**config.mk**
```make
export PLATFORM = sky130hd
export DESIGN_NAME = multi_tap_mode_toggle
export DESIGN_NICKNAME = d
export VERILOG_FILES = /design/src/sv/mtmt_pkg.sv /design/src/sv/multi_tap_mode_toggle.sv
export SDC_FILE = /design/constraint.sdc
export NUM_CORES = 1
export LEC_CHECK = 0
export BUFFER_PORTS_ARGS = -buffer_cell sky130_fd_sc_hd__buf_4
export CELL_PAD_IN_SITES_DETAIL_PLACEMENT = 0
export CELL_PAD_IN_SITES_GLOBAL_PLACEMENT = 1
export CORE_ASPECT_RATIO = 1.1
export CORE_MARGIN = 2
export CORE_UTILIZATION = 51
export CTS_BUF_LIST = sky130_fd_sc_hd__clkbuf_4 sky130_fd_sc_hd__clkbuf_8
export CTS_CLUSTER_SIZE = 40
export DETAILED_ROUTE_END_ITERATION = 6
export PLACE_DENSITY_LB_ADDON = 0.1
export SYNTH_ARGS = -nofsm -noshare
export SYNTH_HDL_FRONTEND = slang
export SYNTH_SLANG_ARGS = --single-unit
```
**constraint.sdc**
```tcl
create_clock -name i_clk -period 7.5 [get_ports i_clk]
set_input_delay 1.5 -clock i_clk [delete_from_list [all_inputs] [get_ports i_clk]]
set_output_delay 1.5 -clock i_clk [all_outputs]
set_load 0.05 [all_outputs]
```
**src/sv/mtmt_pkg.sv**
```systemverilog
package mtmt_pkg;

    // Seven-segment words, leftmost digit in the top byte
    localparam logic [31:0] WORD_ASSIST    = 32'h776D_6D78;
    localparam logic [31:0] WORD_DISENGAGE = 32'h5E06_6D79;
    localparam logic [31:0] WORD_BLANK     = 32'h0000_0000;

    // Configuration register indexes
    localparam logic [2:0] REG_FIRST_DEB = 3'd0;
    localparam logic [2:0] REG_TAP_DEB   = 3'd1;
    localparam logic [2:0] REG_WINDOW    = 3'd2;
    localparam logic [2:0] REG_HOLD      = 3'd3;
    localparam logic [2:0] REG_OFF_THR   = 3'd4;

    // Register reset values
    localparam logic [15:0] RST_FIRST_DEB = 16'd100;
    localparam logic [15:0] RST_TAP_DEB   = 16'd50;
    localparam logic [15:0] RST_WINDOW    = 16'd2000;
    localparam logic [15:0] RST_HOLD      = 16'd10000;
    localparam logic [7:0]  RST_OFF_THR   = 8'd3;

    localparam logic [15:0] TIMER_MAX = 16'hFFFF;
    localparam logic [7:0]  TAPS_MAX  = 8'hFF;

    // Result beat layout
    typedef struct packed {
        logic [5:0]  pad;
        logic [7:0]  tap_count;
        logic        count_done;
        logic        assist_on;
        logic [31:0] display_word;
    } t_result;

endpackage

```
**src/sv/multi_tap_mode_toggle.sv**
```systemverilog
// multi_tap_mode_toggle: tap counter with window timeout, toggles assist mode.
// An accepted input beat reaches its result beat through the input register, then
// the result register.
// Throughput: one beat per cycle; a stalled result beat holds the input off once
// the input register is also full.
// Reset (synchronous, active low): registers return to their defaults, phase idle,
// timer, tap count, assist mode and display cleared, both stages empty.
module multi_tap_mode_toggle (
    input  logic        i_clk,
    input  logic        i_rst_n,
    // configuration write port
    input  logic        i_cfg_we,
    input  logic [2:0]  i_cfg_idx,
    input  logic [15:0] i_cfg_data,
    // input stream
    input  logic        s_axis_tvalid,
    output logic        s_axis_tready,
    input  logic [7:0]  s_axis_tdata,   // [0] pin_level, [7:1] zero
    // result stream
    output logic        m_axis_tvalid,
    input  logic        m_axis_tready,
    output logic [47:0] m_axis_tdata    // [31:0] display_word, [32] assist_on,
                                        // [33] count_done, [41:34] tap_count, [47:42] zero
);

    typedef enum logic [2:0] {
        P_IDLE      = 3'd0,
        P_REL_FIRST = 3'd1,
        P_DEB       = 3'd2,
        P_WINDOW    = 3'd3,
        P_REL_TAP   = 3'd4,
        P_HOLD      = 3'd5
    } t_phase;

    // configuration
    logic [15:0] r_first_deb, r_tap_deb, r_window, r_hold;
    logic [7:0]  r_off_thr;

    // state
    t_phase      r_phase, n_phase;
    logic [15:0] r_timer, n_timer;
    logic [7:0]  r_taps, n_taps;
    logic        r_assist, n_assist;
    logic [31:0] r_word, n_word;

    // pipeline
    logic        r_in_valid;
    logic        r_in_pin;
    logic        r_out_valid;
    mtmt_pkg::t_result r_out, n_out;
    logic        advance;
    logic        n_done;
    logic [7:0]  n_count;
    logic [15:0] timer_inc;

    assign advance       = r_in_valid && (!r_out_valid || m_axis_tready);
    assign s_axis_tready = !r_in_valid || advance;
    assign m_axis_tvalid = r_out_valid;
    assign m_axis_tdata  = r_out;

    // configuration writes
    always_ff @(posedge i_clk) begin
        if (!i_rst_n) begin
            r_first_deb <= mtmt_pkg::RST_FIRST_DEB;
            r_tap_deb   <= mtmt_pkg::RST_TAP_DEB;
            r_window    <= mtmt_pkg::RST_WINDOW;
            r_hold      <= mtmt_pkg::RST_HOLD;
            r_off_thr   <= mtmt_pkg::RST_OFF_THR;
        end else if (i_cfg_we) begin
            case (i_cfg_idx)
                mtmt_pkg::REG_FIRST_DEB: r_first_deb <= i_cfg_data;
                mtmt_pkg::REG_TAP_DEB:   r_tap_deb   <= i_cfg_data;
                mtmt_pkg::REG_WINDOW:    r_window    <= i_cfg_data;
                mtmt_pkg::REG_HOLD:      r_hold      <= i_cfg_data;
                mtmt_pkg::REG_OFF_THR:   r_off_thr   <= i_cfg_data[7:0];
                default: ;
            endcase
        end
    end

    assign timer_inc = (r_timer != mtmt_pkg::TIMER_MAX) ? r_timer + 16'd1 : r_timer;

    // per-beat phase update
    always_comb begin
        n_phase  = r_phase;
        n_timer  = r_timer;
        n_taps   = r_taps;
        n_assist = r_assist;
        n_word   = r_word;
        n_done   = 1'b0;
        n_count  = 8'd0;
        case (r_phase)
            P_REL_FIRST, P_REL_TAP: begin
                if (!r_in_pin) begin
                    if (r_phase == P_REL_FIRST) begin
                        n_timer = r_first_deb;
                    end else begin
                        n_timer = r_tap_deb;
                    end
                    n_phase = (n_timer == 16'd0) ? P_WINDOW : P_DEB;
                end
            end
            P_DEB: begin
                if (r_timer <= 16'd1) begin
                    n_phase = P_WINDOW;
                    n_timer = 16'd0;
                end else begin
                    n_timer = r_timer - 16'd1;
                end
            end
            P_WINDOW: begin
                if (r_in_pin) begin
                    if (r_taps != mtmt_pkg::TAPS_MAX) begin
                        n_taps = r_taps + 8'd1;
                    end
                    n_phase = P_REL_TAP;
                end else begin
                    n_timer = timer_inc;
                    if (timer_inc >= r_window) begin
                        n_done  = 1'b1;
                        n_count = r_taps;
                        n_phase = P_IDLE;
                        n_timer = 16'd0;
                        if (!r_assist && r_taps < r_off_thr) begin
                            n_assist = 1'b1;
                            n_word   = mtmt_pkg::WORD_ASSIST;
                        end else if (r_assist && r_taps >= r_off_thr) begin
                            n_assist = 1'b0;
                            if (r_hold == 16'd0) begin
                                n_word = mtmt_pkg::WORD_BLANK;
                            end else begin
                                n_word  = mtmt_pkg::WORD_DISENGAGE;
                                n_phase = P_HOLD;
                                n_timer = r_hold;
                            end
                        end
                    end
                end
            end
            P_HOLD: begin
                if (r_timer <= 16'd1) begin
                    n_word  = mtmt_pkg::WORD_BLANK;
                    n_phase = P_IDLE;
                    n_timer = 16'd0;
                end else begin
                    n_timer = r_timer - 16'd1;
                end
            end
            default: begin
                n_phase = P_IDLE;
                n_timer = 16'd0;
                if (r_in_pin) begin
                    n_taps  = 8'd1;
                    n_phase = P_REL_FIRST;
                end
            end
        endcase

        n_out              = '0;
        n_out.display_word = n_word;
        n_out.assist_on    = n_assist;
        n_out.count_done   = n_done;
        n_out.tap_count    = n_count;
    end

    // input register, state and result register
    always_ff @(posedge i_clk) begin
        if (!i_rst_n) begin
            r_in_valid  <= 1'b0;
            r_out_valid <= 1'b0;
            r_phase     <= P_IDLE;
            r_timer     <= 16'd0;
            r_taps      <= 8'd0;
            r_assist    <= 1'b0;
            r_word      <= mtmt_pkg::WORD_BLANK;
        end else begin
            if (s_axis_tready) begin
                r_in_valid <= s_axis_tvalid;
                r_in_pin   <= s_axis_tdata[0];
            end
            if (advance) begin
                r_phase     <= n_phase;
                r_timer     <= n_timer;
                r_taps      <= n_taps;
                r_assist    <= n_assist;
                r_word      <= n_word;
                r_out       <= n_out;
                r_out_valid <= 1'b1;
            end else if (m_axis_tready) begin
                r_out_valid <= 1'b0;
            end
        end
    end

    // the hold phase only follows a disengage
    a_hold_word: assert property (@(posedge i_clk) disable iff (!i_rst_n)
        r_phase == P_HOLD |-> (!r_assist && r_word == mtmt_pkg::WORD_DISENGAGE))
        else $error("hold phase without disengage word");

    // a tap count is live whenever a press sequence is in progress
    a_taps_live: assert property (@(posedge i_clk) disable iff (!i_rst_n)
        (r_phase == P_REL_FIRST || r_phase == P_DEB || r_phase == P_WINDOW ||
         r_phase == P_REL_TAP) |-> r_taps != 8'd0)
        else $error("tap sequence with zero taps");

    // a window close leaves the block idle or holding
    a_done_phase: assert property (@(posedge i_clk) disable iff (!i_rst_n)
        (advance && n_done) |=> (r_phase == P_IDLE || r_phase == P_HOLD))
        else $error("window closed into wrong phase");

    // state only moves when a beat is processed
    a_state_still: assert property (@(posedge i_clk) disable iff (!i_rst_n)
        !advance |=> ($stable(r_phase) && $stable(r_timer) && $stable(r_taps)))
        else $error("state changed without a beat");

endmodule

```
==> run metrics <==
power consumption 1.88 mW; Post-Synthesis Cells 998; IO Pins 82; Fmax 197 MHz; Hold Violations, Final 0; commonest non-fill, non-tap cell in the layout nand2_1; start of the worst register-to-register path r_timer[0]; M3 GR Usage 4.59%; HP Start r_word[13]; reg2reg setup slack 2.42 ns; Clock Skew 0.0171 ns; CP Launch Point r_timer[0]; Die X 128 um; Leak Pwr 3.86 nW; flops & latches, synth 177; TritonCTS clock tree built; power density over the cells 196 nW/um^2; Post-synth EDFFs 43; wire length per cell 17.4 um; initial antenna violation count 0; Util after Layout 57.2%; Switching Fraction 25.5%; Min-Delay Path Class reg -> reg; CP max stage delay 0.83 ns; Skew-Pair Late Insertion Delay 0.47 ns; number of cells on the worst reg-to-reg path 14; RSZ-0062 raised after global routing false; die height 141 um; H-tree Lvls 4; hold depth 2; hold slack 0.452 ns; DR iter-0 viols 469; core area 16800 sq um; CTS max path bufs 2; DR vias/cell 5.62; pin count of the biggest net entering global routing 66; gr ovfl total 0; clock power share 38.6%; CP Max Fanout 14; Mapped Area 8680 sq um; fill count 1601; first-pass GRT wire length 35.3 mm; synthesized area per cell 8.70 sq um; most frequent cells in the layout nand2_1, dfxtp_1, a21oi_1; Pre-antenna DRT Iters 5; die area 18100 sq um; post-synth top area cell dfxtp_1; Power Internal 1.40 mW; RR Endpoint m_axis_tdata[4]; Cell variety after synth 78; DRC 0; Async SR Flop Fraction 0%; PortBufs 68; max_cap viols 0; M2 GR Usage 41.3%; # nets final 1097; ys flop type dfxtp_1; crit path capture type flip-flop; floorplan row count 50; area delta synth->final 10.9%; combinational group share of total power 8.0%; Final Critical Period 5.08 ns; share of the synthesized area in the top cell type 30.9%; Place WS 2.52 ns; Worst Slack Setup Final 2.42 ns; worst vdd ir 0.0994 mV; GRT Max-Usage Layer met2; crit path cell chain ha_1, nand3_1, or4_1, nor2_1, nor4_1, xor2_1, ha_1, and3_1, a221o_1, a21oi_1, o211a_1, nor3_1, a21oi_1, a21o_1; status completed; sequential-to-total area share from yosys stat 45.8%; most area-consuming cells after synthesis dfxtp_1, edfxtp_1, nand2_1; Seq pwr share 53.3%; Initial Utilization 51.6%; Worst EP required 7.83 ns; CTS Sinks 177; vias in the first global route 6499; PostCTS Resize Cnt 0; Detailed Route WL 21.9 mm; worst setup path class reg -> reg; root buffer cell clkbuf_8; Syn. warnings 0; clock slew at reported path FFs 0.09 ns; post-route clock period utilization 67.7%; layout cells sized above 1 12.8%; Startpoint Class flip-flop; overall routing resource usage 25.0%; worst-margin pin slew 1.03 ns; final slew viol count 0; RePlAce Congestion 0.911; critical path arrival 5.41 ns; hpwl dp 15.9 mm; post-CTS setup buffers 0; overall via count from detail_route 7066; n_diodes 0; Max-slew headroom 31.5%; Worst Hold Path EP r_word[13]; sum of negative setup slack 0 ns; slowest cell on the critical path a21oi_1; total CTS buffers 17; final setup violation count 0; Hold Buf Count CTS 0; met1 Track Usage GR 33.3%; Critical path buffers and inverters 0; Psw 480 uW; family with the most delay on the worst path compound AO/OA/AOI/OAI gates; ANT nets after route 0
## layout make-up
| type | instances | area [sq um] | area share [%] |
|---|---|---|---|
| clock inverters | 15 | 203 | 2.10 |
| clock buffers | 17 | 234 | 2.43 |
| repair buffers | 75 | 563 | 5.84 |
| inverters | 56 | 210 | 2.18 |
| multi-input cells | 710 | 4190 | 43.5 |
| well taps | 208 | 260 | 2.70 |
| flip-flops and latches | 177 | 3970 | 41.2 |
## synth_stat cells, drive strengths merged, types with 14 or more instances
cell type,instances
nor2b,14
a21o,19
nor3,14
a21oi,95
nand2,194
inv,56
ha,28
clkbuf,47
o211ai,14
o21ai,38
nand3,32
dfxtp,134
nor4,19
edfxtp,43
and2,25
nor2,55
## worst reg2reg max path: stages, from the launching register on
cell and delay, ns:
dfxtp_1 0.47, ha_1 0.24, nand3_1 0.10, or4_1 0.59, nor2_1 0.52, nor4_1 0.13, xor2_1 0.31, ha_1 0.31
and3_1 0.16, a221o_1 0.42, a21oi_1 0.16, o211a_1 0.35, nor3_1 0.13, a21oi_1 0.83, a21o_1 0.23
## state kept, by name, indices dropped and copies added, names as in the netlist, 8 cells and up
| signal | count |
|---|---|
| r_window | 16 |
| r_hold | 16 |
| r_taps | 8 |
| r_first_deb | 16 |
| r_off_thr | 8 |
| r_word | 32 |
| r_tap_deb | 16 |
| r_timer | 16 |
| m_axis_tdata | 42 |
## worst max path at each step
stage / to / slack (ns) / depth (start not counted)
after global routing: m_axis_tdata[4] / 2.01 / 13
after CTS: m_axis_tdata[4] / 2.47 / 14
after global placement: m_axis_tdata[16] / 2.55 / 13
final: m_axis_tdata[4] / 2.42 / 14
after floorplan: r_timer[2] / 3.29 / 8
after detailed placement: m_axis_tdata[19] / 2.52 / 13
## cell families after synthesis
kind of cell	count (synthesis)	share of synthesized area [%]
multiplexers	13	1.53
other	1	0.0432
XOR/XNOR	23	2.32
AO/OA/AOI/OAI	243	18.6
adder cells (fa/ha/maj)	28	4.03
AND/OR/NAND/NOR	397	21.5
buffers and inverters	116	6.22
flip-flops	177	45.8
## metrics by stage
step / area [sq um] / cells
5_1_grt: 9630 / 1258
2_1_floorplan: 8700 / 1003
4_1_cts: 9630 / 1258
3_3_place_gp: 9200 / 1226
3_5_place_dp: 9200 / 1226
6_report: 9630 / 1258
## metal layers
layer  up-vias  routed length [um]
li1       3566                   -
met1      3263                9860
met2       210               10500
met3        27                1140
met4         0                 424
met5         -                   0
## power by group through the flow
stage	Combinational (mW)	Sequential, mW	Clock [mW]
after global routing	0.164	1.01	0.777
after CTS	0.151	1.01	0.743
after floorplan	0.0858	1.05	0
final	0.151	1.00	0.728
after detailed placement	0.150	1.03	0
after global placement	0.150	1.03	0
No activity file was read; power rests on OpenSTA's default activity.
